<file path="src/step_counter_assert.svh">
// ----------------------------------------------------------------------------
// Step counter assertion macros
// Concurrent checks on i_clk, held off while i_rst_n is low.
// ----------------------------------------------------------------------------
`ifndef STEP_COUNTER_ASSERT_SVH
`define STEP_COUNTER_ASSERT_SVH

`ifndef SYNTHESIS

// a must bring b in the same cycle
`define STC_ASSERT_IMP(label, a, b) \
    label: assert property (@(posedge i_clk) disable iff (!i_rst_n) (a) |-> (b)) \
        else $error("step_counter check failed");

// a must bring b in the next cycle
`define STC_ASSERT_NXT(label, a, b) \
    label: assert property (@(posedge i_clk) disable iff (!i_rst_n) (a) |=> (b)) \
        else $error("step_counter check failed");

`else

`define STC_ASSERT_IMP(label, a, b)
`define STC_ASSERT_NXT(label, a, b)

`endif

`endif

</file>
<file path="src/stc_pkg.sv">
// ----------------------------------------------------------------------------
// Step counter package
// Widths, register indexes, reset values and shared record types.
// ----------------------------------------------------------------------------
package stc_pkg;

    localparam int SAMPLE_BITS = 16;
    localparam int TOTAL_BITS  = 24;
    localparam int BASE_BITS   = SAMPLE_BITS + 16;
    localparam int PROD_BITS   = BASE_BITS + 16;
    localparam int CMP_BITS    = (BASE_BITS > 32) ? BASE_BITS : 32;

    localparam int MAG_W   = 16;
    localparam int TIME_W  = 32;
    localparam int OTOT_W  = 24;
    localparam int CNT_W   = 4;
    localparam int CFG_IDX_W  = 3;
    localparam int CFG_DATA_W = 16;

    typedef logic [CFG_IDX_W-1:0] t_cfg_idx;

    localparam t_cfg_idx CFG_STEP_THRESHOLD  = 3'd0;
    localparam t_cfg_idx CFG_BASELINE_ALPHA  = 3'd1;
    localparam t_cfg_idx CFG_MIN_INTERVAL_MS = 3'd2;
    localparam t_cfg_idx CFG_MAX_INTERVAL_MS = 3'd3;
    localparam t_cfg_idx CFG_RUN_TO_COUNT    = 3'd4;

    localparam logic [15:0]      RST_STEP_THRESHOLD  = 16'd1024;
    localparam logic [15:0]      RST_BASELINE_ALPHA  = 16'd3277;
    localparam logic [15:0]      RST_MIN_INTERVAL_MS = 16'd250;
    localparam logic [15:0]      RST_MAX_INTERVAL_MS = 16'd2000;
    localparam logic [CNT_W-1:0] RST_RUN_TO_COUNT    = 4'd4;

    typedef struct packed {
        logic [15:0]      step_threshold;
        logic [15:0]      baseline_alpha;
        logic [15:0]      min_interval_ms;
        logic [15:0]      max_interval_ms;
        logic [CNT_W-1:0] run_to_count;
    } t_cfg;

    typedef struct packed {
        logic [BASE_BITS-1:0]  baseline;
        logic                  armed;
        logic [CNT_W-1:0]      run_length;
        logic [TIME_W-1:0]     last_step_time;
        logic [TOTAL_BITS-1:0] step_total;
    } t_state;

    typedef struct packed {
        logic [OTOT_W-1:0] total_steps;
        logic [CNT_W-1:0]  steps_added;
        logic              peak_seen;
    } t_result;

endpackage

</file>
<file path="src/stc_if.sv">
// ----------------------------------------------------------------------------
// Step counter channel interfaces
// Sample input, result output and configuration write channels.
// ----------------------------------------------------------------------------
interface stc_in_if import stc_pkg::*; ();
    logic              valid;
    logic              ready;
    logic [MAG_W-1:0]  magnitude;
    logic [TIME_W-1:0] now_ms;

    modport source (output valid, output magnitude, output now_ms, input ready);
    modport sink   (input valid, input magnitude, input now_ms, output ready);
endinterface

interface stc_out_if import stc_pkg::*; ();
    logic              valid;
    logic              ready;
    logic [OTOT_W-1:0] total_steps;
    logic [CNT_W-1:0]  steps_added;
    logic              peak_seen;

    modport source (output valid, output total_steps, output steps_added,
                    output peak_seen, input ready);
    modport sink   (input valid, input total_steps, input steps_added,
                    input peak_seen, output ready);
endinterface

interface stc_cfg_if import stc_pkg::*; ();
    logic                  valid;
    logic                  ready;
    logic [CFG_IDX_W-1:0]  index;
    logic [CFG_DATA_W-1:0] data;

    modport source (output valid, output index, output data, input ready);
    modport sink   (input valid, input index, input data, output ready);
endinterface

</file>
<file path="src/stc_update.sv">
// ----------------------------------------------------------------------------
// Step counter update
// Baseline filter, peak detection and run bookkeeping for one sample.
// ----------------------------------------------------------------------------
module stc_update import stc_pkg::*; (
    input  t_cfg              i_cfg,
    input  t_state            i_state,
    input  logic [MAG_W-1:0]  i_magnitude,
    input  logic [TIME_W-1:0] i_now_ms,
    output t_state            o_state,
    output t_result           o_result
);

    logic [SAMPLE_BITS-1:0]  mag;
    logic [BASE_BITS-1:0]    target;
    logic                    negative;
    logic [BASE_BITS-1:0]    exc;
    logic [PROD_BITS-1:0]    prod;
    logic [PROD_BITS-1:0]    rounded;
    logic [BASE_BITS-1:0]    delta;
    logic                    reached;
    logic [TIME_W-1:0]       elapsed;
    logic                    dropped;
    logic [CNT_W-1:0]        run0;
    logic [CNT_W-1:0]        run1;
    logic [CNT_W-1:0]        added;
    logic [TOTAL_BITS:0]     sum;

    always_comb begin
        mag      = SAMPLE_BITS'(i_magnitude);
        target   = {mag, 16'h0000};
        negative = target < i_state.baseline;
        exc      = negative ? (i_state.baseline - target) : (target - i_state.baseline);
        prod     = PROD_BITS'(exc) * PROD_BITS'(i_cfg.baseline_alpha);
        rounded  = prod + (negative ? PROD_BITS'(16'hFFFF) : '0);
        delta    = BASE_BITS'(rounded >> 16);
        reached  = !negative &&
                   (CMP_BITS'(exc) >= CMP_BITS'({i_cfg.step_threshold, 16'h0000}));
        elapsed  = i_now_ms - i_state.last_step_time;

        o_state  = i_state;
        o_state.baseline = negative ? (i_state.baseline - delta) : (i_state.baseline + delta);

        added   = '0;
        dropped = 1'b0;
        run0    = i_state.run_length;
        run1    = i_state.run_length;
        o_result.peak_seen = 1'b0;

        if (!i_state.armed) begin
            if (negative) begin
                o_state.armed = 1'b1;
            end
        end else if (reached) begin
            o_state.armed      = 1'b0;
            o_result.peak_seen = 1'b1;
            dropped = (i_state.run_length != '0) &&
                      (elapsed < TIME_W'(i_cfg.min_interval_ms));
            if (!dropped) begin
                if ((i_state.run_length != '0) &&
                    (elapsed >= TIME_W'(i_cfg.max_interval_ms))) begin
                    run0 = '0;
                end
                o_state.last_step_time = i_now_ms;
                o_state.run_length     = run0;
                if (run0 < i_cfg.run_to_count) begin
                    run1 = run0 + 1'b1;
                    o_state.run_length = run1;
                    if (run1 == i_cfg.run_to_count) begin
                        added = i_cfg.run_to_count;
                    end
                end else begin
                    added = CNT_W'(1);
                end
            end
        end

        sum = (TOTAL_BITS+1)'(i_state.step_total) + (TOTAL_BITS+1)'(added);
        o_state.step_total = sum[TOTAL_BITS] ? {TOTAL_BITS{1'b1}} : sum[TOTAL_BITS-1:0];

        o_result.total_steps = OTOT_W'(o_state.step_total);
        o_result.steps_added = added;
    end

endmodule

</file>
<file path="src/step_counter.sv">
// ----------------------------------------------------------------------------
// Step counter
// Pedometer step detection on an acceleration magnitude stream.
// ----------------------------------------------------------------------------
// A sample passes the input register, then the result register, before its result is valid.
// Throughput: one item per cycle while the output is not stalled; the 32x16 baseline multiply sits in one stage.
// An input register parts the sides, so a sample is taken while a result waits.
// Reset (synchronous, active low) clears the filter, run and total state and
// loads the register defaults; no clearing pass.
module step_counter import stc_pkg::*; (
    input  logic i_clk,
    input  logic i_rst_n,
    stc_cfg_if.sink   i_cfg,
    stc_in_if.sink    i_in,
    stc_out_if.source o_out
);

    `include "step_counter_assert.svh"

    t_cfg              r_cfg;
    t_state            r_state;
    t_state            n_state;
    t_result           n_result;
    t_result           r_result;
    logic              r_in_valid;
    logic [MAG_W-1:0]  r_mag;
    logic [TIME_W-1:0] r_now;
    logic              r_out_valid;
    logic              advance;

    assign advance     = r_in_valid && (!r_out_valid || o_out.ready);
    assign i_in.ready  = !r_in_valid || advance;
    assign i_cfg.ready = 1'b1;

    assign o_out.valid       = r_out_valid;
    assign o_out.total_steps = r_result.total_steps;
    assign o_out.steps_added = r_result.steps_added;
    assign o_out.peak_seen   = r_result.peak_seen;

    stc_update u_update (
        .i_cfg       (r_cfg),
        .i_state     (r_state),
        .i_magnitude (r_mag),
        .i_now_ms    (r_now),
        .o_state     (n_state),
        .o_result    (n_result)
    );

    always_ff @(posedge i_clk) begin
        if (!i_rst_n) begin
            r_cfg.step_threshold  <= RST_STEP_THRESHOLD;
            r_cfg.baseline_alpha  <= RST_BASELINE_ALPHA;
            r_cfg.min_interval_ms <= RST_MIN_INTERVAL_MS;
            r_cfg.max_interval_ms <= RST_MAX_INTERVAL_MS;
            r_cfg.run_to_count    <= RST_RUN_TO_COUNT;
        end else if (i_cfg.valid) begin
            case (i_cfg.index)
                CFG_STEP_THRESHOLD:  r_cfg.step_threshold  <= i_cfg.data;
                CFG_BASELINE_ALPHA:  r_cfg.baseline_alpha  <= i_cfg.data;
                CFG_MIN_INTERVAL_MS: r_cfg.min_interval_ms <= i_cfg.data;
                CFG_MAX_INTERVAL_MS: r_cfg.max_interval_ms <= i_cfg.data;
                CFG_RUN_TO_COUNT:    r_cfg.run_to_count    <= i_cfg.data[CNT_W-1:0];
                default: ;
            endcase
        end
    end

    always_ff @(posedge i_clk) begin
        if (!i_rst_n) begin
            r_in_valid  <= 1'b0;
            r_out_valid <= 1'b0;
            r_state     <= '0;
        end else begin
            if (i_in.valid && i_in.ready) begin
                r_in_valid <= 1'b1;
            end else if (advance) begin
                r_in_valid <= 1'b0;
            end
            if (advance) begin
                r_out_valid <= 1'b1;
                r_state     <= n_state;
            end else if (o_out.ready) begin
                r_out_valid <= 1'b0;
            end
        end
    end

    always_ff @(posedge i_clk) begin
        if (i_in.valid && i_in.ready) begin
            r_mag <= i_in.magnitude;
            r_now <= i_in.now_ms;
        end
        if (advance) begin
            r_result <= n_result;
        end
    end

    `STC_ASSERT_IMP(a_added_needs_peak, r_out_valid && (r_result.steps_added != '0),
                    r_result.peak_seen)
    `STC_ASSERT_NXT(a_advance_fills_out, advance, r_out_valid)
    `STC_ASSERT_NXT(a_stall_holds_out, r_out_valid && !o_out.ready && !advance, r_out_valid)
    `STC_ASSERT_IMP(a_total_monotonic, $past(i_rst_n),
                    r_state.step_total >= $past(r_state.step_total))

endmodule
</file>
<file path="src/flat_wrapper.sv">
// flat-port wrapper written by rule: the top's interface ports become plain ports
module step_counter_flat import stc_pkg::*;
  (i_clk, i_rst_n, i_cfg_valid, i_cfg_index, i_cfg_data, i_cfg_ready, i_in_valid, i_in_magnitude, i_in_now_ms, i_in_ready, o_out_valid, o_out_total_steps, o_out_steps_added, o_out_peak_seen, o_out_ready);
  stc_cfg_if i_cfg_i ();
  stc_in_if i_in_i ();
  stc_out_if o_out_i ();
  input  logic i_clk;
  input  logic i_rst_n;
  input wire logic [$bits(i_cfg_i.valid)-1:0] i_cfg_valid;
  input wire logic [$bits(i_cfg_i.index)-1:0] i_cfg_index;
  input wire logic [$bits(i_cfg_i.data)-1:0] i_cfg_data;
  output wire logic [$bits(i_cfg_i.ready)-1:0] i_cfg_ready;
  input wire logic [$bits(i_in_i.valid)-1:0] i_in_valid;
  input wire logic [$bits(i_in_i.magnitude)-1:0] i_in_magnitude;
  input wire logic [$bits(i_in_i.now_ms)-1:0] i_in_now_ms;
  output wire logic [$bits(i_in_i.ready)-1:0] i_in_ready;
  output wire logic [$bits(o_out_i.valid)-1:0] o_out_valid;
  output wire logic [$bits(o_out_i.total_steps)-1:0] o_out_total_steps;
  output wire logic [$bits(o_out_i.steps_added)-1:0] o_out_steps_added;
  output wire logic [$bits(o_out_i.peak_seen)-1:0] o_out_peak_seen;
  input wire logic [$bits(o_out_i.ready)-1:0] o_out_ready;
  assign i_cfg_i.valid = i_cfg_valid;
  assign i_cfg_i.index = i_cfg_index;
  assign i_cfg_i.data = i_cfg_data;
  assign i_cfg_ready = i_cfg_i.ready;
  assign i_in_i.valid = i_in_valid;
  assign i_in_i.magnitude = i_in_magnitude;
  assign i_in_i.now_ms = i_in_now_ms;
  assign i_in_ready = i_in_i.ready;
  assign o_out_valid = o_out_i.valid;
  assign o_out_total_steps = o_out_i.total_steps;
  assign o_out_steps_added = o_out_i.steps_added;
  assign o_out_peak_seen = o_out_i.peak_seen;
  assign o_out_i.ready = o_out_ready;
  step_counter u_core (.i_clk(i_clk), .i_rst_n(i_rst_n), .i_cfg(i_cfg_i), .i_in(i_in_i), .o_out(o_out_i));
endmodule
</file>
<file path="config.mk">
export PLATFORM = sky130hd
export DESIGN_NAME = step_counter_flat
export DESIGN_NICKNAME = d
export VERILOG_FILES = /design/src/stc_pkg.sv /design/src/stc_if.sv /design/src/stc_update.sv /design/src/step_counter.sv /design/src/flat_wrapper.sv
export VERILOG_INCLUDE_DIRS = /design/src /design/src/src
export SDC_FILE = /design/constraint.sdc
export NUM_CORES = 2
export LEC_CHECK = 0
export BUFFER_PORTS_ARGS = -buffer_cell sky130_fd_sc_hd__buf_2
export CAP_MARGIN = 20
export CORE_MARGIN = 2
export CORE_UTILIZATION = 65
export CTS_CLUSTER_DIAMETER = 120
export CTS_CLUSTER_SIZE = 25
export DETAILED_ROUTE_END_ITERATION = 8
export GPL_ROUTABILITY_DRIVEN = 0
export PLACE_DENSITY = 0.85
export SYNTH_ARGS = -nofsm -noshare
export SYNTH_HDL_FRONTEND = slang
export SYNTH_HIERARCHICAL = 1
export SYNTH_SLANG_ARGS = --single-unit
</file>
<file path="constraint.sdc">
create_clock -name i_clk -period 15.4 [get_ports i_clk]
set_clock_uncertainty 0.1 [all_clocks]
set_input_delay 1.54 -clock i_clk [delete_from_list [all_inputs] [get_ports i_clk]]
set_output_delay 1.54 -clock i_clk [all_outputs]
set_load 0.05 [all_outputs]
</file>
## Word level (Yosys, flattened, before mapping)

Index checks and enable logic that the tools add are counted.

| storage, ports and cells | value |
|---|---|
| logic and storage cells | 80 |
| flip-flop bits (word level) | 240 |
| input port bits | 72 |
| output and inout bits | 32 |

| operators by class | value |
|---|---|
| magnitude comparators | 5 |
| equal/unequal tests | 5 |
| add/sub/neg operators | 8 |
| multiply operators | 1 |
| reductions and logical operators | 20 |
| bitwise operators | 1 |
| mux-type cells | 23 |

Operators with widths:

| kind | number |
|---|---|
| $sub A32 B32 Y32 | 4 |
| $mux W32 | 2 |
| $add A48 B16 Y48 | 1 |
| $mul A32 B16 Y48 | 1 |
| $mux W4 | 10 |
| $mux W37 | 1 |
| $mux W36 | 1 |
| $add A32 B32 Y32 | 1 |
| $ge A32 B16 Y1 | 1 |
| $ge A32 B32 Y1 | 1 |
| $lt A32 B16 Y1 | 1 |
| $lt A32 B32 Y1 | 1 |
| $add A24 B4 Y25 | 1 |
| $mux W24 | 1 |
| $mux W16 | 1 |
| $reduce_and A2 Y1 | 5 |
| $mux W1 | 7 |
| $eq A3 B2 Y1 const B | 2 |
| $logic_and A1 B1 Y1 | 5 |
| $add A4 B1 Y4 const B | 1 |
| $eq A4 B4 Y1 | 1 |
| $lt A4 B4 Y1 | 1 |
| $reduce_and A4 Y1 | 1 |
| $reduce_bool A2 Y1 | 2 |
| 7 further kinds | 10 |

## Logic depth before layout (Yosys ltp)

| depth | value |
|---|---|
| depth in word-level cells | 16 |
| gate-level depth with buffers | 58 |
| gate-level depth less buffers | 53 |

## Cells and area by module

The synthesis kept the hierarchy.

Modules (own cells, without submodules):

| module | sequential area each (µm²) | area each (µm²) | times used | cells each |
|---|---|---|---|---|
| stc_update | 0.0 | 25,338.1 | 1 | 3,262 |
| step_counter | 5,575.3 | 8,572.0 | 1 | 740 |

## Least setup slack after synthesis

No wires, ideal clock.

| path | value |
|---|---|
| kind | register to register |
| from | reg u_core/r_state[61] (netlist name) |
| to | reg u_core/r_state[92] (netlist name) |
| clock period less this slack | 12.313 ns |
| arrival | 12.142 ns |
| slack | 3.087 ns |
| cell stages (with the launch flop) | 54 |
| buffers on the path | 5 |
| data required time | 15.228 ns |
| library setup time | 0.072 ns |
| cell sequence | dfxtp_1 -> clkbuf_1 -> inv_1 -> ha_1 -> nor3b_2 -> nand3_1 -> o21ai_1 -> o21ba_2 -> a211oi_4 -> nor2_1 -> inv_1 -> buf_2 -> buf_1 -> clkbuf_8 -> nor2_1 -> xor2_1 -> clkbuf_1 -> nand2_1 -> [18 not listed] -> nor2_1 -> xor2_1 -> ha_1 -> a21o_1 -> a21oi_1 -> a2bb2oi_1 -> o31a_1 -> nand2_1 -> o311ai_0 -> a41oi_1 -> o21ai_0 -> o21ai_0 -> a21o_1 -> a21oi_1 -> xnor3_1 -> xnor2_1 -> nand2_1 -> mux2i_1 |

RTL lines:

| item | line | source |
|---|---|---|
| start: declaration | step_counter.sv:21 | `t_state r_state;` |
| start signal: assignment | step_counter.sv:81 | `r_state <= n_state;` |

==> impl_metrics.tcl <==
set metrics [dict create \
    critPathArrivalTime_ps 13940 \
    detail_route.iter0.violations 2067 \
    grt_max_degree 114 \
    r2r_end "u_core/r_state[92]" \
    top_usage_layer "met2" \
    synthesis.area_mm2 0.0339 \
    grt.overflow.total 0 \
    rows 83 \
    synth_top_area_cell "fa_1" \
    tns_ps 0 \
    path_common_cell "inv_1" \
    critPathLaunch "u_core/r_state[62]" \
    drtPass1Iterations 6 \
    ant_nets 0 \
    die_area_mm2 0.0540 \
    slew-limit-headroom_pct 24.9 \
    hold_class "register to register" \
    die_y_um 232 \
    yosysTopAreaCellShare_pct 25.7 \
    drv_slew 0 \
    vias_per_cell 5.83 \
    async_flop_share_pct 0 \
    syn_inst 4002 \
    whs_ps 363 \
    cts_root_buf "clkbuf_16" \
    drc 0 \
    rsz0062_at_grt "no" \
    clk_pin_slew_ps 100 \
    htreeDepth 1 \
    synth_commonest_cells "718 x nand2_1, 699 x inv_1, 436 x fa_1, 289 x ha_1, 187 x and2_1" \
    layout_min_cycle_time_ps 13590 \
    cap_viol_max_count 0 \
    cp_max_fo 45 \
    worstRegToRegCells 49 \
    fin_crit_sh_pct 88.2 \
    yosysMostFrequentCell "nand2_1" \
    grtUsageMet2_pct 53.8 \
    wl_per_cell_um 17.7 \
    clock_latency_ps 520 \
    area_growth_pct 3.53 \
    grt_use_total_pct 31.0 \
    clock_sinks 240 \
    met1_usage_pct 38.1 \
    status "completed" \
    crit_slowest_cell "xnor2_1" \
    synth-edff-count 77 \
    core_mm2 0.0514 \
    post-cts-setup-buffers 0 \
    synth_area_leaders "fa_1 26%, ha_1 11%, dfxtp_1 9.6%" \
    grt_pass1_wl_um 136000 \
    io_pins 104 \
    wl_um 82200 \
    vias 27140 \
    yosysWarnings 6 \
    path_class "register to register" \
    fmax_mhz 73.6 \
    ctsHoldBuffers 0 \
    tightestPinTransition_ps 1130 \
    finish.net_count 4768 \
    cts_buffers 13 \
    worstSetupEndpoint "u_core/r_state[92]" \
    dp_hpwl_um 62200 \
    hold_viol 0 \
    cts_tree "done" \
    reg2reg_slack_ps 1810 \
    ys_seq_elements 240 \
    avgSynthCellArea_um2 8.47 \
    post_cts_resize_count 0 \
    r2r-start "u_core/r_state[62]" \
    syn-num-nets 4799 \
    worstPathRequired_ps 15750 \
    ys.flop_type "dfxtp_1" \
    grt_pass1_vias 27833 \
    portBuffers 102 \
    drive_above_1_share_pct 6.49 \
    cp-start-kind "register" \
    start_util_pct 66.0 \
    ys_types 112 \
    met3_usage_pct 4.52 \
    cp_slowest_stage_delay_ps 900 \
    antenna_found_initial 0 \
    cp-end-kind "register" \
    cts_buffer_depth 3 \
    ys_seq_area_share_pct 16.4 \
    setup_violations 0 \
    die_w_um 232 \
]
-- metal layers --
layer	wire, um	up-vias
met2	40400	1113
met5	0	-
met1	32000	13128
met3	6030	304
li1	-	12595
met4	3860	0
-- cells in the final DEF (no fill, tap or decap), drive strengths merged, types with 115 or more instances in the layout --
| cell type | synthesis | routed |
|---|---|---|
| nand2 | 719 | 719 |
| a21oi | 142 | 142 |
| and2 | 189 | 189 |
| inv | 700 | 702 |
| o21ai | 170 | 170 |
| buf | 65 | 160 |
| ha | 289 | 289 |
| mux2i | 120 | 120 |
| fa | 436 | 436 |
| nor2 | 115 | 115 |
| dfxtp | 163 | 163 |
-- flip-flops by register name, summed over array words and instances, names as in the netlist --
name and flops:
u_core/r_in_valid 1, u_core/r_state 93, u_core/r_cfg 68, u_core/o_out.steps_added 4, u_core/o_out.peak_seen 1, u_core/r_now 32, u_core/o_out.total_steps 24, u_core/o_out.valid 1
u_core/r_mag 16
-- layout make-up --
type                    instances  area, um2
fillers                      4012      16300
diodes                          1       2.50
flip-flops and latches        240       5580
clock inverters                 2       20.0
repair buffers                161        966
clock buffers                  20        352
inverters                     700       2630
multi-input cells            2855      24700
well taps                     680        851
-- how the worst min path moves through the flow --
stage	from	slack (ps)	cells after the start	end
3_5_place_dp	u_core/r_cfg[59]	350	2	u_core/r_cfg[59]
3_3_place_gp	u_core/r_state[46]	340	2	u_core/r_state[46]
4_1_cts	u_core/r_cfg[65]	360	2	u_core/r_cfg[65]
5_1_grt	u_core/r_cfg[53]	370	2	u_core/r_cfg[53]
6_report	u_core/r_cfg[65]	360	2	u_core/r_cfg[65]
2_1_floorplan	u_core/r_state[25]	330	2	u_core/r_state[25]
-- kinds of logic after synthesis --
group / synth area share (%)
and+or+nand+nor: 17.9
AOI/OAI and AO/OA: 10.5
DFF: 16.4
muxes: 3.74
adders and majority gates: 36.4
xor gates and xnor gates: 4.20
other: 0.0111
buffers and inverters: 10.8
-- stage by stage --
step	instance area (um2)	util, %	instances	setup WS [ps]
after floorplan	33900	-	4002	3090
after global placement	34700	67.5	4635	2380
after detailed placement	34700	67.6	4636	1980
after CTS	35100	68.3	4658	1960
after global routing	35100	68.3	4658	889
final	35100	68.3	4659	1810
-- critical path: cells and delay by family (launching register included) --
family / cells / cell delay, ps
fa+ha+maj: 9 / 4140
compound gates: 15 / 3130
simple gates: 12 / 2740
xor+xnor: 4 / 1790
buf+inv: 8 / 950
flops: 1 / 460
mux: 1 / 140
Power is not shown: default switching activity piles up to over one toggle a cycle in this logic, so the estimate is an artifact.
